File: config.mk
export PLATFORM = sky130hd
export DESIGN_NAME = tskf_alu
export DESIGN_NICKNAME = d
export VERILOG_FILES = /design/src/hdl/tskf_pkg.sv /design/src/hdl/tskf_alu.sv
export SDC_FILE = /design/constraint.sdc
export NUM_CORES = 2
export LEC_CHECK = 0
export ABC_AREA = 0
export ABC_CLOCK_PERIOD_IN_PS = 23000
export BUFFER_PORTS_ARGS = -buffer_cell sky130_fd_sc_hd__clkbuf_2
export CAP_MARGIN = 20
export CORE_ASPECT_RATIO = 0.8
export CORE_UTILIZATION = 39
export DETAILED_ROUTE_END_ITERATION = 8
export PLACE_DENSITY = 0.57
export SYNTH_ARGS = -nofsm -noshare
export SYNTH_HDL_FRONTEND = slang
export SYNTH_SLANG_ARGS = --single-unit
export TNS_END_PERCENT = 10
File: constraint.sdc
create_clock -name clk_i -period 23 [get_ports clk_i]
set_clock_uncertainty 0.15 [all_clocks]
set_input_delay 1.15 -clock clk_i [delete_from_list [all_inputs] [get_ports clk_i]]
set_output_delay 1.15 -clock clk_i [all_outputs]
set_load 0.01 [all_outputs]
File: src/hdl/tskf_pkg.sv
`timescale 1ns / 1ps
package tskf_pkg;
  localparam int FracBitsDef = 16;
  localparam int WordBitsDef = 32;
  localparam int NumRegs     = 7;
  localparam int AddrBits    = 6;

  // register indexes
  localparam logic [2:0] RegA01 = 3'd0;
  localparam logic [2:0] RegA23 = 3'd1;
  localparam logic [2:0] RegB   = 3'd2;
  localparam logic [2:0] RegC   = 3'd3;
  localparam logic [2:0] RegQ01 = 3'd4;
  localparam logic [2:0] RegQ23 = 3'd5;
  localparam logic [2:0] RegR   = 3'd6;

  // ALU operations
  typedef enum logic [1:0] {
    OpAdd = 2'd0,
    OpSub = 2'd1,
    OpMul = 2'd2,
    OpNeg = 2'd3
  } alu_op_e;

  typedef struct packed {
    logic                  start;
    alu_op_e               op;
  } alu_ctrl_t;
endpackage

File: src/hdl/tskf_alu.sv
`timescale 1ns / 1ps
// Shared saturating unit: add, subtract, negate and rounded fixed-point
// multiply. Multiply is registered once before rounding.
module tskf_alu
  import tskf_pkg::*;
#(
  parameter int FracBits = FracBitsDef,
  parameter int WordBits = WordBitsDef
) (
  input  logic                       clk_i,
  input  alu_ctrl_t                  ctrl_i,
  input  logic signed [WordBits-1:0] a_i,
  input  logic signed [WordBits-1:0] b_i,
  output logic signed [WordBits-1:0] res_o,
  output logic                       sat_o
);
  localparam int PW = 2 * WordBits;
  localparam logic signed [PW:0] WMax = (PW+1)'((64'sd1 <<< (WordBits - 1)) - 1);
  localparam logic signed [PW:0] WMin = -WMax - (PW+1)'(1);

  logic signed [PW-1:0] prod_q;
  logic signed [PW:0]   wide;
  logic signed [PW:0]   rnd;

  always_ff @(posedge clk_i) begin
    prod_q <= PW'(a_i) * PW'(b_i);
  end

  always_comb begin
    rnd = (PW+1)'(prod_q) + ((PW+1)'(1) <<< (FracBits - 1));
    unique case (ctrl_i.op)
      OpAdd:   wide = (PW+1)'(a_i) + (PW+1)'(b_i);
      OpSub:   wide = (PW+1)'(a_i) - (PW+1)'(b_i);
      OpNeg:   wide = -(PW+1)'(a_i);
      default: wide = rnd >>> FracBits;
    endcase
    sat_o = 1'b0;
    if (wide > WMax) begin
      res_o = WordBits'(WMax);
      sat_o = 1'b1;
    end else if (wide < WMin) begin
      res_o = WordBits'(WMin);
      sat_o = 1'b1;
    end else begin
      res_o = WordBits'(wide);
    end
  end
endmodule

**Yosys cells after proc, flatten, opt, wreduce, memory -nomap -nowiden**

Index checks and enable logic that the tools add are counted.

- $add $sub $neg: 4
- Multiply operators: 1
- Magnitude comparators: 2
- Eq/ne operators: 2
- Multiplexer cells: 5
- Reduce and logical (&&, ||, !) cells: 1

Operators with widths:

| cell | number |
|---|---|
| 65-bit one-hot mux with 3 select lines | 1 |
| 64-bit by 17-bit adder with 65-bit output, second input constant | 1 |
| 65-bit by 32-bit > comparator with 1-bit output, second input constant | 1 |
| 65-bit by 32-bit < comparator with 1-bit output, second input constant | 1 |
| 32-bit negation with 65-bit output | 1 |
| 32-bit by 32-bit multiplier with 64-bit output | 1 |
| 32-bit two-way mux | 2 |
| 32-bit by 32-bit adder with 33-bit output | 1 |
| 32-bit by 32-bit subtractor with 33-bit output | 1 |
| 2-bit by 1-bit equality test with 1-bit output, second input constant | 1 |
| 2-bit equality test, second input constant | 1 |
| 2-bit logical NOT | 1 |
| 1-bit two-way mux | 2 |

- Bits in registers: 64
- Input bits: 68
- Output and inout bits: 33
- Word-level logic and storage cells: 16

**Depth between registers and ports, before layout**

- Depth after elaboration: 5
- Mapped depth: 30
- Mapped depth without buffers: 28

**Worst setup path after synthesis**

OpenSTA, ideal clock, no wires.

- Path kind: input to register
- Start point: input a_i[31]
- End point: register prod_q[62]
- Setup time: 122 ps
- Arrival time: 8886 ps
- Data required time: 22728 ps
- Setup slack: 13841 ps
- Stages: 29
- Path buffers: 2
- Path through: inv_1 > buf_1 > nor2_1 > fa_1 > inv_1 > fa_1 > inv_1 > fa_1 > fa_1 > inv_1 > fa_1 > inv_1 > fa_1 > inv_1 > fa_1 > inv_1 > fa_1 > ha_1 > clkbuf_1 > a21o_1 > a21o_1 > a21o_1 > a21o_1 > a21oi_1 > nor2b_1 > o21ai_0 > nand2b_1 > a221o_1 > a311o_1

- Cells in the longest elaborated chain, start to end: 1

Ends and longest elaborated chain:

| element | RTL line | source |
|---|---|---|
| from (decl) | tskf_alu.sv:12 | `input logic signed [WordBits-1:0] a_i,` |
| 32-bit by 32-bit multiplier with 64-bit output | tskf_alu.sv:26 | `prod_q <= PW'(a_i) * PW'(b_i);` |
| to (signal assigned) | tskf_alu.sv:26 |  |
| to (decl) | tskf_alu.sv:21 | `logic signed [PW-1:0] prod_q;` |

Every way passes these cells.

**Worst setup path after layout**

Ends and elaborated chain as after synthesis.

==> results.cfg <==
[placement]
dpl_cell_area_um2 = 44600
place_hpwl_um = 106000
gp_congestion = 0.957
io_buffers = 99

[sta]
setup_viol = 0
slew_viol_final = 0
max_slew_margin_pct = 22.6
tightest_slew_ns = 1.16
hold_violations = 0
post-route-period-util_pct = 47.4
rsz0062_at_grt = false
max_freq_mhz = 91.8
setup_tns_ns = 0
fin_crit_ns = 10.89
hold_slack_ns = 1.86

[global_routing]
antenna_found_initial = 5
grt_max_degree = 64
grt_pass1_wl_um = 209000
track_usage_pct = 24.6
grt_pass1_vias = 34400
grt-ovfl-total = 0

[clock_network]
htree_levels = 2
cts_resized = 0
cts.path.max_buffers = 2
post_cts_buffers = 0
hold_buffers = 0
cts-root-buf = clkbuf_16
cts_buffers = 5
clkSinkCount = 49
clk_pin_slew_ns = 0.06
cts_tree = built

[yosys]
ys.flop_type = dfxtp_1
synth_seq_cells = 49
synth_compound_area_share_pct = 7.67
yosysWarnings = 0
syn_area_per_cell_um2 = 8.90
synthSimpleGateAreaFrac_pct = 17.1
synthAdderAreaFrac_pct = 57.8
synth_area_um2 = 42900
synthXorXnorAreaFrac_pct = 3.04
synth.yosys.seq_area_share_pct = 2.29
yosysUniqueCellTypes = 89
synth_edf_count = 0
synth_top_family_by_area = adder cells
async_reset_ff_share_pct = 0
yosys-mux-area-fraction_pct = 0.359
syn_inst = 4824
mappedNetlistNets = 6224

[drt]
num_vias = 32700
vias_per_cell = 5.31
dr.first_iter.drc_count = 2321
detail-route-antenna-nets = 0
wire_per_inst_um = 21.6
routed_wl_um = 133000
first_pass_iters = 5
drc_errors = 0

[cells_and_area]
drive_gt1_share_pct = 4.55
layout_common_cells = fa_1, inv_1, nand2_1
fin_area_um2 = 44800
final_common_cell = fa_1
area_growth_pct = 4.43
regMostFlops = prod_q
largest_reg_flops = 49
top_regs = prod_q: 49 flops
insertedDiodeCount = 0
nNetsFinal = 6120
utilization_pct = 41.2

[critical_path]
cp.required_ns = 23.05
worstSetupEndpointType = register
startpoint_type = primary input
critical_path_arrival_ns = 10.94
critical_path_class = in2reg
cp_max_fo = 25

[run]
max-cap-violations = 0

[die]
rows = 108
die_h_um = 299
fp.coreArea_um2 = 109000
die-area_um2 = 111000
pin_count = 101
dieWidth_um = 373
start_util_pct = 39.5

[min_path]
hp-start = a_i[31]
holdPathEnd = prod_q[63]
min_path_type = in2reg
holdPathStages = 7

[outcome]
status = finished, final reports clean
==> metrics by stage <==
step | setup slack (ns) | std cells
2_1_floorplan | 13.84 | 4824
3_3_place_gp | 12.06 | 6143
3_5_place_dp | 12.07 | 6143
4_1_cts | 12.34 | 6151
5_1_grt | 11.81 | 6151
6_report | 12.11 | 6151
==> area by class of cell <==
class / instances / area [µm²]
clock buffer: 5 / 125
fill: 11000 / 64000
multi-input combinational: 3441 / 36900
clock inverter: 3 / 65.1
inverter: 1055 / 3960
tap: 1430 / 1790
timing repair buffer: 168 / 1010
sequential: 49 / 981
==> cells by family (layout without fill, tap and decap cells) <==
logic type,count (synthesis),count (layout)
muxes,14,14
DFF,49,49
AOI/OAI and AO/OA,476,476
adders and majority gates,1332,1332
and+or+nand+nor,1470,1470
buffers and inverters,1334,1231
xor gates and xnor gates,149,149
==> cells in the mapped netlist, types with 20 or more instances <==
library cell  number  area [µm²]
xnor2_1           99         867
o21ai_0           82         410
a21o_1            56         420
a31oi_1           20         125
nor2_1           170         638
nand2_1          595        2230
clkbuf_1         249         935
o211ai_1          31         233
a21oi_1          118         591
nor2b_1           20         125
and3_1            22         138
and2_1           441        2760
inv_1           1052        3950
fa_1            1083       21700
nand3_1           49         245
nor3_1            47         235
dfxtp_1           49         981
ha_1             249        3120
nand4_1           33         206
xor2_1            50         438
==> layer usage <==
layer | global-route usage [%] | wire length (µm) | up-vias
met5 | 0 | 20 | -
met4 | 4.16 | 2440 | 2
met3 | 2.38 | 8400 | 117
met2 | 38.4 | 59200 | 1105
met1 | 37.5 | 63100 | 17200
li1 | - | - | 14300
==> worst max-delay path: stages <==
cell and delay [ns]:
clkbuf_2 0.08, buf_4 0.25, inv_1 0.61, nor2_1 0.21, fa_1 0.57, inv_1 0.08, fa_1 0.55, inv_1 0.06
fa_1 0.98, fa_1 0.56, fa_1 0.53, fa_1 0.44, fa_1 0.58, inv_1 0.06, fa_1 0.53, inv_1 0.04
ha_1 0.41, nand4_1 0.17, nor3b_1 0.59, o21ai_0 0.41, a21oi_1 0.58, o31ai_1 0.18, and2_1 0.22, o31ai_2 0.53
a2111oi_0 0.22, a311o_1 0.32
==> worst max-delay path by stage <==
stage               startpoint         end  slack, ns  depth (start not counted)
floorplan              a_i[31]  prod_q[62]      13.84                         29
global placement       a_i[31]  prod_q[62]      12.06                         26
detailed placement     a_i[31]  prod_q[62]      12.07                         26
CTS                    a_i[31]  prod_q[62]      12.34                         26
global route           a_i[31]  prod_q[62]      11.81                         26
finish                 a_i[31]  prod_q[62]      12.11                         26
Power is not shown: default switching activity piles up to over one toggle a cycle in this logic, so the estimate is an artifact.
