[config.mk]
export PLATFORM = sky130hd
export DESIGN_NAME = tskf_div
export DESIGN_NICKNAME = d
export VERILOG_FILES = /design/src/hdl/tskf_pkg.sv /design/src/hdl/tskf_div.sv
export SDC_FILE = /design/constraint.sdc
export NUM_CORES = 1
export LEC_CHECK = 0
export ABC_AREA = 1
export BUFFER_PORTS_ARGS = -buffer_cell sky130_fd_sc_hd__buf_2
export CAP_MARGIN = 20
export CORE_MARGIN = 5
export CORE_UTILIZATION = 55
export DETAILED_ROUTE_END_ITERATION = 8
export GPL_TIMING_DRIVEN = 1
export PLACE_DENSITY = 0.75
export REMOVE_ABC_BUFFERS = 1
export SYNTH_ARGS = -nofsm -noshare
export SYNTH_HDL_FRONTEND = slang
export SYNTH_SLANG_ARGS = --single-unit
[constraint.sdc]
create_clock -name clk_i -period 6.2 [get_ports clk_i]
set_input_delay 1.24 -clock clk_i [delete_from_list [all_inputs] [get_ports clk_i]]
set_output_delay 1.24 -clock clk_i [all_outputs]
set_load 0.05 [all_outputs]
[src/hdl/tskf_pkg.sv]
`timescale 1ns / 1ps
package tskf_pkg;
  localparam int FracBitsDef = 16;
  localparam int WordBitsDef = 32;
  localparam int NumRegs     = 7;
  localparam int AddrBits    = 6;

  // register indexes
  localparam logic [2:0] RegA01 = 3'd0;
  localparam logic [2:0] RegA23 = 3'd1;
  localparam logic [2:0] RegB   = 3'd2;
  localparam logic [2:0] RegC   = 3'd3;
  localparam logic [2:0] RegQ01 = 3'd4;
  localparam logic [2:0] RegQ23 = 3'd5;
  localparam logic [2:0] RegR   = 3'd6;

  // ALU operations
  typedef enum logic [1:0] {
    OpAdd = 2'd0,
    OpSub = 2'd1,
    OpMul = 2'd2,
    OpNeg = 2'd3
  } alu_op_e;

  typedef struct packed {
    logic                  start;
    alu_op_e               op;
  } alu_ctrl_t;
endpackage

[src/hdl/tskf_div.sv]
`timescale 1ns / 1ps
// Restoring divider, one quotient bit per cycle: (num << FracBits) / den,
// truncated toward zero, saturated to the word.
module tskf_div
  import tskf_pkg::*;
#(
  parameter int FracBits = FracBitsDef,
  parameter int WordBits = WordBitsDef
) (
  input  logic                       clk_i,
  input  logic                       rst_ni,
  input  logic                       start_i,
  input  logic signed [WordBits-1:0] num_i,
  input  logic signed [WordBits-1:0] den_i,
  output logic                       done_o,
  output logic signed [WordBits-1:0] quo_o,
  output logic                       sat_o
);
  localparam int NW = WordBits + FracBits;
  localparam int CW = $clog2(NW + 1);
  localparam logic [NW:0] QMax = (NW+1)'((64'd1 << (WordBits - 1)) - 1);

  logic [NW-1:0]   dvd_q;
  logic [WordBits:0] rem_q;
  logic [WordBits-1:0] den_q;
  logic            neg_q;
  logic [CW-1:0]   cnt_q;
  logic            busy_q;
  logic [WordBits:0] trial;
  logic [NW:0]     mag;

  always_comb begin
    trial = {rem_q[WordBits-1:0], dvd_q[NW-1]} - {1'b0, den_q};
    mag   = {1'b0, dvd_q};
    sat_o = 1'b0;
    if (!neg_q && mag > QMax) begin
      quo_o = WordBits'(QMax);
      sat_o = 1'b1;
    end else if (neg_q && mag > QMax + 1'b1) begin
      quo_o = WordBits'(-(QMax + 1'b1));
      sat_o = 1'b1;
    end else if (neg_q) begin
      quo_o = WordBits'(-mag);
    end else begin
      quo_o = WordBits'(mag);
    end
  end

  always_ff @(posedge clk_i or negedge rst_ni) begin
    if (!rst_ni) begin
      busy_q <= 1'b0;
      cnt_q  <= '0;
      done_o <= 1'b0;
    end else begin
      done_o <= 1'b0;
      if (start_i) begin
        busy_q <= 1'b1;
        cnt_q  <= CW'(NW);
      end else if (busy_q) begin
        cnt_q <= cnt_q - 1'b1;
        if (cnt_q == CW'(1)) begin
          busy_q <= 1'b0;
          done_o <= 1'b1;
        end
      end
    end
  end

  always_ff @(posedge clk_i) begin
    if (start_i) begin
      // magnitude taken at word width, so the most negative word maps to 2^(W-1)
      dvd_q <= NW'({{FracBits{1'b0}}, num_i[WordBits-1] ? -num_i : num_i}) << FracBits;
      den_q <= den_i[WordBits-1] ? -den_i : den_i;
      rem_q <= '0;
      neg_q <= num_i[WordBits-1] ^ den_i[WordBits-1];
    end else if (busy_q) begin
      if (!trial[WordBits]) begin
        rem_q <= trial;
        dvd_q <= {dvd_q[NW-2:0], 1'b1};
      end else begin
        rem_q <= {rem_q[WordBits-1:0], dvd_q[NW-1]};
        dvd_q <= {dvd_q[NW-2:0], 1'b0};
      end
    end
  end
endmodule

# After elaboration in Yosys (flattened, before gate mapping)
# Index checks and enable logic that the tools add are counted.
# totals
output_inout_bits	34
in_bits	67
ff_bits	121
word_cells	41
# op_classes
eq_ne	1
add_sub_neg	5
reduce_logical	4
order_cmp	2
n_mux	19
bitwise_logic	1
# op_table
op	count
32-bit 2-to-1 mux	5
48-bit 2-to-1 mux	2
32-bit negation	3
48-bit by 31-bit > comparator with 1-bit output, second input constant	1
48-bit by 32-bit > comparator with 1-bit output, second input constant	1
33-bit by 32-bit subtractor with 33-bit output	1
31-bit 2-to-1 mux	1
6-bit 2-to-1 mux	2
1-bit 2-to-1 mux	9
6-bit by 1-bit == test with 1-bit output, second input constant	1
6-bit by 1-bit subtractor with 6-bit output, second input constant	1
1-bit logical AND	2
2-bit nonzero test	1
1-bit zero test	1
1-bit bitwise XOR	1

# Depth between registers and ports, before layout
# Gate-level depths: netlist of the first run.
# depth
word_depth	4
ltp_mapped	18
mapped_depth_nobuf	18

# Least setup slack after synthesis of the first run
# OpenSTA, ideal clock, no wires.
# synth_timing
path_kind	register to output
startpoint	reg dvd_q[1]
endpoint	out quo_o[27]
stages_incl_launch_ff	13
slack_ns	2.429
n_path_buf	0
arrival_ns	2.531
path_cell_list	dfxtp_1 inv_1 ha_1 inv_2 nor3_2 inv_1 nor2_2 nand2_1 nor2_1 nand2_1 nand3_2 nand2_1 o21ai_0
# synth_between
elab_chain_len	4
elab_cells_between_ends	8
# synth_lines
element	line	rtl
start: declaration	tskf_div.sv:23	logic [NW-1:0] dvd_q;
start signal: assignment	tskf_div.sv:72	dvd_q <= NW'({{FracBits{1'b0}}, num_i[WordBits-1] ? -num_i : num_i}) << FracBits;
start signal: assignment	tskf_div.sv:79	dvd_q <= {dvd_q[NW-2:0], 1'b1};
start signal: assignment	tskf_div.sv:82	dvd_q <= {dvd_q[NW-2:0], 1'b0};
32-bit negation / 48-bit by 32-bit > comparator with 1-bit output (equally long branches)	tskf_div.sv:43, tskf_div.sv:39	
32-bit 2-to-1 mux / 1-bit logical AND (equally long branches)	tskf_div.sv:42, tskf_div.sv:39	
32-bit 2-to-1 mux	tskf_div.sv:39	end else if (neg_q && mag > QMax + 1'b1) begin
32-bit 2-to-1 mux *	tskf_div.sv:36	if (!neg_q && mag > QMax) begin
end: declaration	tskf_div.sv:16	output logic signed [WordBits-1:0] quo_o,
# Every way passes the cells marked *; elsewhere a longest branch is shown, timed or not.

# Worst setup path in the final report of the first run
# layout_timing
startpoint	reg dvd_q[1]
endpoint	out quo_o[1]
# Same word-level chain as after synthesis.

==> impl_metrics.xml, run 1 <==
<?xml version="1.0" encoding="UTF-8"?>
<metrics>
  <group name="timing">
    <metric name="period_minus_ws_final" unit="ps">4360</metric>
    <metric name="report.final.hold_viol_count" unit="">0</metric>
    <metric name="max_freq" unit="MHz">229</metric>
    <metric name="setup_tns" unit="ps">0</metric>
    <metric name="max_slew_margin" unit="">0.286</metric>
    <metric name="setup_viol" unit="">0</metric>
    <metric name="grt_setup_unrepaired" unit="">false</metric>
    <metric name="final_min_period_over_clock_period" unit="">0.703</metric>
    <metric name="finClkSkew" unit="ps">11.2</metric>
    <metric name="timing_max_transition_violations_final" unit="">0</metric>
    <metric name="worst_slew_pin_tran" unit="ps">1070</metric>
  </group>
  <group name="synth">
    <metric name="synthTopCellsByArea" unit="">sky130_fd_sc_hd__nand2_1, sky130_fd_sc_hd__edfxtp_1, sky130_fd_sc_hd__inv_1</metric>
    <metric name="synthesized_area_per_cell" unit="um2">6.31</metric>
    <metric name="synth_warnings" unit="">0</metric>
    <metric name="number_of_synthesized_flops_with_an_enable_pin" unit="">65</metric>
    <metric name="synth_area" unit="mm2">0.0100</metric>
    <metric name="synth_cells" unit="">1589</metric>
    <metric name="yosysTopAreaCell" unit="">sky130_fd_sc_hd__nand2_1</metric>
    <metric name="synth-async-reset-ratio" unit="">0.0661</metric>
    <metric name="yosys_top_cell_area_share" unit="">0.204</metric>
    <metric name="seq_area_frac_synth" unit="">0.310</metric>
    <metric name="synth_ff_type" unit="">sky130_fd_sc_hd__edfxtp_1</metric>
    <metric name="synth_cell_types" unit="">44</metric>
    <metric name="synth-seq-cells" unit="">121</metric>
  </group>
  <group name="grt">
    <metric name="top_usage_layer" unit="">met2</metric>
    <metric name="grt_antenna_before_repair" unit="">3</metric>
    <metric name="grt_overflow" unit="">0</metric>
    <metric name="grt_use_total" unit="">0.254</metric>
    <metric name="grt_max_degree" unit="">52</metric>
    <metric name="vias_in_the_first_global_route" unit="">9906</metric>
    <metric name="met2_usage" unit="">0.438</metric>
    <metric name="global_route.usage.met1" unit="">0.317</metric>
    <metric name="grt_pass1_wl" unit="mm">45.5</metric>
    <metric name="globalRouteMet3Util" unit="">0.0415</metric>
  </group>
  <group name="clock_tree">
    <metric name="number_of_levels_the_h_tree_was_split_into" unit="">4</metric>
    <metric name="clkTransAtPathRegs" unit="ps">60</metric>
    <metric name="maximum_clock_insertion_buffer_count" unit="">2</metric>
    <metric name="hold_buffers" unit="">0</metric>
    <metric name="cts_resized" unit="">0</metric>
    <metric name="clkSinkCount" unit="">121</metric>
    <metric name="worst_skew_pair.late_latency" unit="ps">420</metric>
    <metric name="cts_tree" unit="">done</metric>
    <metric name="clock_tree.root_cell" unit="">sky130_fd_sc_hd__clkbuf_16</metric>
    <metric name="post_cts_setup_buffers" unit="">0</metric>
    <metric name="cts_made_buffers" unit="">17</metric>
  </group>
  <group name="power_and_ir_drop">
    <metric name="vdd.ir_drop.worst" unit="V">0.000211</metric>
    <metric name="pwr-share-seq" unit="">0.279</metric>
    <metric name="internal-power" unit="uW">2160</metric>
    <metric name="p_sw_frac" unit="">0.440</metric>
    <metric name="power_per_cell_area" unit="mW/mm2">343</metric>
    <metric name="overall_power_consumption" unit="uW">3860</metric>
    <metric name="clock_power_share" unit="">0.260</metric>
    <metric name="power_switching" unit="uW">1700</metric>
    <metric name="combPwrFrac" unit="">0.461</metric>
    <metric name="cellLeakagePower" unit="uW">0.00583</metric>
  </group>
  <group name="drt">
    <metric name="residual_antenna_violating_net_count_after_detailed_routing" unit="">0</metric>
    <metric name="routed_wl" unit="mm">26.7</metric>
    <metric name="dr.first_iter.drc_count" unit="">698</metric>
    <metric name="avgRoutedWirePerCell" unit="um">14.0</metric>
    <metric name="viasPerCell" unit="">5.33</metric>
    <metric name="drcViolationCount" unit="">0</metric>
    <metric name="routed-via-count" unit="">10200</metric>
    <metric name="drt_first_pass_iters" unit="">5</metric>
  </group>
  <group name="cells_and_area">
    <metric name="layout-area-overhead-vs-synth" unit="%">12.3</metric>
    <metric name="antenna_cells" unit="">0</metric>
    <metric name="fin_nets" unit="">1778</metric>
    <metric name="final_layout_size_suffix_gt1_frac" unit="">0.0991</metric>
    <metric name="layout.area.seq" unit="mm2">0.00311</metric>
    <metric name="n_fill_cell" unit="">1665</metric>
    <metric name="final_cells" unit="">1915</metric>
    <metric name="final_core_util" unit="">0.627</metric>
    <metric name="multi_input_comb_area" unit="mm2">0.00574</metric>
  </group>
  <group name="placement">
    <metric name="place_hpwl" unit="mm">20.5</metric>
    <metric name="gp_congestion" unit="">0.956</metric>
    <metric name="count_of_input_and_output_buffers" unit="">100</metric>
    <metric name="dpl.cell_count" unit="">1883</metric>
  </group>
  <group name="floorplanning">
    <metric name="ioPinCount" unit="">101</metric>
    <metric name="die-area" unit="mm2">0.0210</metric>
    <metric name="floorplan.initialDensity" unit="">0.558</metric>
    <metric name="core_region_area" unit="mm2">0.0180</metric>
    <metric name="rows" unit="">49</metric>
    <metric name="floorplan.die.width" unit="um">145</metric>
    <metric name="fp.dieH" unit="um">145</metric>
  </group>
  <group name="worst_setup_path">
    <metric name="crit_fanout" unit="">33</metric>
    <metric name="r2r_setup_slack" unit="ps">3150</metric>
    <metric name="timing.setup.critical_path_class" unit="">reg -&gt; out</metric>
    <metric name="cp.required" unit="ps">4960</metric>
    <metric name="startpoint_type" unit="">flip-flop</metric>
    <metric name="worst_setup_path_end_kind" unit="">output port</metric>
    <metric name="critical_path_arrival" unit="ps">3120</metric>
  </group>
  <group name="flow_run">
    <metric name="cap_violations" unit="">0</metric>
  </group>
  <group name="min_path">
    <metric name="hold_class" unit="">reg -&gt; reg</metric>
  </group>
  <group name="outcome">
    <metric name="outcome" unit="">completed</metric>
  </group>
</metrics>
## Yosys cell counts, types with 28 or more instances
library cell               instances
sky130_fd_sc_hd__nand3_1         113
sky130_fd_sc_hd__xnor2_1          28
sky130_fd_sc_hd__nand2_1         544
sky130_fd_sc_hd__xor2_1           40
sky130_fd_sc_hd__o21ai_0          67
sky130_fd_sc_hd__inv_1           260
sky130_fd_sc_hd__a21oi_1          45
sky130_fd_sc_hd__nor2_1          150
sky130_fd_sc_hd__edfxtp_1         65
sky130_fd_sc_hd__dfxtp_1          48
sky130_fd_sc_hd__ha_1             37
## power by group through the flow
stage	Clock, uW	Sequential, uW	Combinational (uW)
2_1_floorplan	0	1070	1340
3_3_place_gp	0	1090	1730
3_5_place_dp	0	1090	1750
4_1_cts	1010	1080	1770
5_1_grt	1040	1090	2020
6_report	1000	1080	1780
## cells in the final DEF (no fill, tap or decap), drive strengths merged, types with 6 or more instances in the layout
cell,count
nor2,156
buf,104
dfxtp,48
inv,268
nor4,10
o22ai,22
o21bai,6
o211ai,11
nand2,552
ha,37
nor3,27
dfrtp,8
edfxtp,65
a21oi,45
xnor2,28
clkbuf,17
nand4,18
xor2,40
o21ai,70
nand3,114
## cell families after synthesis
logic type               after synthesis  share of synthesized area
buffers and inverters                303                      0.118
XOR/XNOR                              68                     0.0594
AND/OR/NAND/NOR                      893                      0.371
AO/OA/AOI/OAI                        166                     0.0931
flip-flops                           121                      0.310
adder cells (fa/ha/maj)               38                     0.0482
## worst max-delay path: stages, from the launching register on
cell	delay (ps)
sky130_fd_sc_hd__dfxtp_1	290
sky130_fd_sc_hd__inv_1	140
sky130_fd_sc_hd__ha_1	270
sky130_fd_sc_hd__inv_2	80
sky130_fd_sc_hd__nor3_2	200
sky130_fd_sc_hd__inv_1	100
sky130_fd_sc_hd__nor2_2	210
sky130_fd_sc_hd__nand2_1	130
sky130_fd_sc_hd__nor2_1	160
sky130_fd_sc_hd__nand2_1	80
sky130_fd_sc_hd__nand3_2	450
sky130_fd_sc_hd__o211ai_1	200
sky130_fd_sc_hd__nand2_1	100
sky130_fd_sc_hd__buf_2	300
## layout make-up
class | count | area share
multi-input combinational | 1165 | 0.510
sequential | 121 | 0.277
clock inverter | 15 | 0.0147
inverter | 264 | 0.0880
clock buffer | 17 | 0.0378
timing repair buffer | 104 | 0.0471
tap | 229 | 0.0255
## per-layer routing
metal,share of wire,wire [um]
met5,0.0013,34
met4,0.031,828
met3,0.058,1550
met2,0.48,12900
met1,0.43,11400
## path summary, 6_finish.rpt
path	start	end	cells after the start
min	rem_q[14]	rem_q[14]	2
min in group asynchronous	rst_ni	cnt_q[5]	1
max	dvd_q[1]	quo_o[1]	13
min reg2reg	rem_q[14]	rem_q[14]	2
max reg2reg	dvd_q[47]	rem_q[31]	17
max in group asynchronous	rst_ni	cnt_q[0]	1
## stage by stage
| stage | area (um2) | hold slack (ps) | worst slack (ps) |
|---|---|---|---|
| after detailed placement | 10700 | 467 | 2360 |
| after CTS | 11300 | 476 | 1880 |
| after global routing | 11300 | 489 | 1530 |
| final | 11300 | 475 | 1840 |
| after floorplan | 9840 | 449 | 2070 |
| after global placement | 10700 | 461 | 2540 |
## flip-flops by register name, summed over array words and instances, names as in the netlist
register,flops
done_o,1
busy_q,1
dvd_q,48
cnt_q,6
neg_q,1
den_q,32
rem_q,32
(Power assumes the default switching activity.)
==> run 2: changes to the inputs <==
- ABC_AREA: 1 -> 0
- PLACE_DENSITY: 0.75 -> 0.76
- clock period: 6.2 -> 4.35 ns (I/O delays scaled with it)
==> impl_metrics.xml, run 2 <==
<?xml version="1.0" encoding="UTF-8"?>
<metrics>
  <group name="synth">
    <metric name="seq_area_frac_synth" unit="">0.351</metric>
    <metric name="synth.cells.most_frequent" unit="">sky130_fd_sc_hd__nor2_1, sky130_fd_sc_hd__xnor2_1, sky130_fd_sc_hd__edfxtp_1</metric>
    <metric name="synthesized_area_per_cell" unit="um2">8.95</metric>
    <metric name="yosysTopAreaCell" unit="">sky130_fd_sc_hd__edfxtp_1</metric>
    <metric name="synth-async-reset-ratio" unit="">0.0661</metric>
    <metric name="synth_warnings" unit="">0</metric>
    <metric name="yosys_top_cell_area_share" unit="">0.220</metric>
    <metric name="synth_area" unit="mm2">0.00888</metric>
    <metric name="synthTopCellsByArea" unit="">sky130_fd_sc_hd__edfxtp_1, sky130_fd_sc_hd__dfxtp_1, sky130_fd_sc_hd__xnor2_1</metric>
    <metric name="synth-seq-cells" unit="">121</metric>
    <metric name="synth_ff_type" unit="">sky130_fd_sc_hd__edfxtp_1</metric>
    <metric name="synth_cells" unit="">992</metric>
    <metric name="number_of_synthesized_flops_with_an_enable_pin" unit="">65</metric>
    <metric name="synth_cell_types" unit="">73</metric>
    <metric name="yosys.cell_count.top_type" unit="">sky130_fd_sc_hd__nor2_1</metric>
  </group>
  <group name="drt">
    <metric name="routed_wl" unit="mm">21.4</metric>
    <metric name="dr.first_iter.drc_count" unit="">639</metric>
    <metric name="drt_first_pass_iters" unit="">7</metric>
    <metric name="avgRoutedWirePerCell" unit="um">16.4</metric>
    <metric name="viasPerCell" unit="">5.99</metric>
    <metric name="routed-via-count" unit="">7799</metric>
    <metric name="residual_antenna_violating_net_count_after_detailed_routing" unit="">0</metric>
    <metric name="drcViolationCount" unit="">0</metric>
  </group>
  <group name="placement">
    <metric name="place_hpwl" unit="mm">15.1</metric>
    <metric name="gp_congestion" unit="">0.883</metric>
    <metric name="count_of_input_and_output_buffers" unit="">100</metric>
    <metric name="place_worst_setup_slack" unit="ps">244</metric>
    <metric name="postPlaceCellArea" unit="mm2">0.00955</metric>
  </group>
  <group name="timing">
    <metric name="report.final.hold_viol_count" unit="">0</metric>
    <metric name="final_min_period_over_clock_period" unit="">1.02</metric>
    <metric name="worst_slew_pin_tran" unit="ps">919</metric>
    <metric name="timing_max_transition_violations_final" unit="">0</metric>
    <metric name="grt_setup_unrepaired" unit="">true</metric>
    <metric name="max_slew_margin" unit="">0.388</metric>
    <metric name="max_freq" unit="MHz">226</metric>
    <metric name="period_minus_ws_final" unit="ps">4420</metric>
    <metric name="setup_viol" unit="">2</metric>
    <metric name="finClkSkew" unit="ps">6.70</metric>
    <metric name="final_ws_setup" unit="ps">-66.2</metric>
  </group>
  <group name="worst_setup_path">
    <metric name="timing.setup.critical_path_class" unit="">reg -&gt; out</metric>
    <metric name="startpoint_type" unit="">flip-flop</metric>
    <metric name="crit_fanout" unit="">4</metric>
    <metric name="cp.required" unit="ps">3480</metric>
    <metric name="worst_setup_path_end_kind" unit="">output port</metric>
    <metric name="critical_path_arrival" unit="ps">3550</metric>
  </group>
  <group name="grt">
    <metric name="grt_antenna_before_repair" unit="">1</metric>
    <metric name="grt_use_total" unit="">0.230</metric>
    <metric name="grt_max_degree" unit="">82</metric>
    <metric name="grt_overflow" unit="">0</metric>
    <metric name="grt_pass1_wl" unit="mm">35.2</metric>
    <metric name="vias_in_the_first_global_route" unit="">7397</metric>
  </group>
  <group name="floorplanning">
    <metric name="die-area" unit="mm2">0.0188</metric>
    <metric name="fp.dieH" unit="um">137</metric>
    <metric name="rows" unit="">46</metric>
    <metric name="floorplan.initialDensity" unit="">0.559</metric>
    <metric name="core_region_area" unit="mm2">0.0159</metric>
    <metric name="ioPinCount" unit="">101</metric>
    <metric name="floorplan.die.width" unit="um">137</metric>
  </group>
  <group name="cells_and_area">
    <metric name="mostFrequentLayoutCell" unit="">sky130_fd_sc_hd__nor2_1</metric>
    <metric name="largestRegisters" unit="">dvd_q x48, den_q x32, rem_q x32</metric>
    <metric name="largest_register_ff_count" unit="">48</metric>
    <metric name="final_layout_size_suffix_gt1_frac" unit="">0.173</metric>
    <metric name="fin_nets" unit="">1177</metric>
    <metric name="postLayoutCellArea" unit="mm2">0.0103</metric>
    <metric name="largest_register" unit="">dvd_q</metric>
    <metric name="layout-area-overhead-vs-synth" unit="%">16.1</metric>
    <metric name="layout.cells.most_common_list" unit="">sky130_fd_sc_hd__nor2_1, sky130_fd_sc_hd__xnor2_1, sky130_fd_sc_hd__buf_2, sky130_fd_sc_hd__edfxtp_1, sky130_fd_sc_hd__nand2_1</metric>
  </group>
  <group name="outcome">
    <metric name="outcome" unit="">finished with violations</metric>
    <metric name="violations" unit="">negative setup slack</metric>
  </group>
  <group name="clock_tree">
    <metric name="cts_tree" unit="">done</metric>
    <metric name="cts_made_buffers" unit="">17</metric>
    <metric name="clkTransAtPathRegs" unit="ps">60</metric>
    <metric name="number_of_levels_the_h_tree_was_split_into" unit="">4</metric>
    <metric name="maximum_clock_insertion_buffer_count" unit="">2</metric>
    <metric name="clkSinkCount" unit="">121</metric>
    <metric name="clock_tree.root_cell" unit="">sky130_fd_sc_hd__clkbuf_16</metric>
    <metric name="hold_buffers" unit="">0</metric>
    <metric name="worst_skew_pair.late_latency" unit="ps">420</metric>
  </group>
  <group name="power_and_ir_drop">
    <metric name="cellLeakagePower" unit="uW">0.00440</metric>
    <metric name="power_per_cell_area" unit="mW/mm2">577</metric>
    <metric name="vdd.ir_drop.worst" unit="V">0.000371</metric>
  </group>
  <group name="min_path">
    <metric name="hold_class" unit="">in -&gt; async</metric>
  </group>
  <group name="flow_run">
    <metric name="cap_violations" unit="">0</metric>
  </group>
</metrics>
[run 2: path summary, 6_finish.rpt]
check	startpoint	end	slack, ps	cells past startpoint
max in group asynchronous	rst_ni	busy_q	3890	1
worst min register to register	rem_q[28]	rem_q[28]	500	2
min in group clk_i	rem_q[28]	rem_q[28]	500	2
worst min-delay path	rst_ni	cnt_q[0]	280	1
worst max register to register	dvd_q[47]	rem_q[0]	840	14
worst max-delay path	dvd_q[7]	quo_o[31]	-70	10
[run 2: per-layer routing]
layer  GRT usage  wire length [um]  vias to the layer above  share of wire
met3      0.0412              1050                       38          0.049
met1       0.308              9420                     3714           0.44
met2       0.375             10400                      225           0.49
li1            -                 -                     3822              -
met4      0.0820               501                        0          0.023
met5           0                 0                        -              0
[run 2: area by class of cell]
class	count	area (um2)
Antenna cell	1	2.50
Clock inverter	10	103
Tap cell	216	270
Multi-Input combinational cell	759	5410
Sequential cell	121	3120
Fill cell	1349	5580
Timing Repair Buffer	121	757
Clock buffer	22	444
Inverter	52	195
[run 2: power breakdown]
group	leakage, uW	switching (uW)	total (uW)	internal [uW]
Clock	0.000264	496	1330	833
Combinational	0.00298	1670	2940	1270
Sequential	0.00116	206	1670	1460
Total	0.00440	2380	5940	3570
[run 2: worst max-delay path, cell delays in order (launching register included)]
cell	delay, ps
sky130_fd_sc_hd__dfxtp_4	350
sky130_fd_sc_hd__or4_4	570
sky130_fd_sc_hd__nor4_4	290
sky130_fd_sc_hd__nand4b_1	190
sky130_fd_sc_hd__or3_4	380
sky130_fd_sc_hd__or3_4	340
sky130_fd_sc_hd__or3_4	360
sky130_fd_sc_hd__o211ai_2	160
sky130_fd_sc_hd__o31ai_2	80
sky130_fd_sc_hd__a21oi_1	170
sky130_fd_sc_hd__buf_4	250
[run 2: per-stage QoR]
stage               TNS [ps]  instances  power, uW  hold slack (ps)   util
global placement           0       1260       4450              467  0.600
floorplan              -3450        932       3850              453      -
global route            -818       1302       6330              282  0.649
CTS                    -38.0       1296       5900              276  0.639
detailed placement         0       1261       4510              489  0.601
finish                 -70.3       1302       5940              282  0.649
[run 2: cells by family after synthesis]
family	count (synthesis)	synth area share
adders and majority gates	38	0.0544
AOI/OAI and AO/OA	286	0.225
and+or+nand+nor	297	0.177
DFF	121	0.351
buffers and inverters	112	0.0497
xor gates and xnor gates	93	0.0926
muxes	45	0.0507
[run 2: timing repair]
| item | in CTS | in global routing |
|---|---|---|
| gates resized for setup | 8 | 46 |
| pin swaps | 4 | 6 |
| buffers inserted | 3 | 5 |
| endpoints found under the setup margin | 3 | 29 |
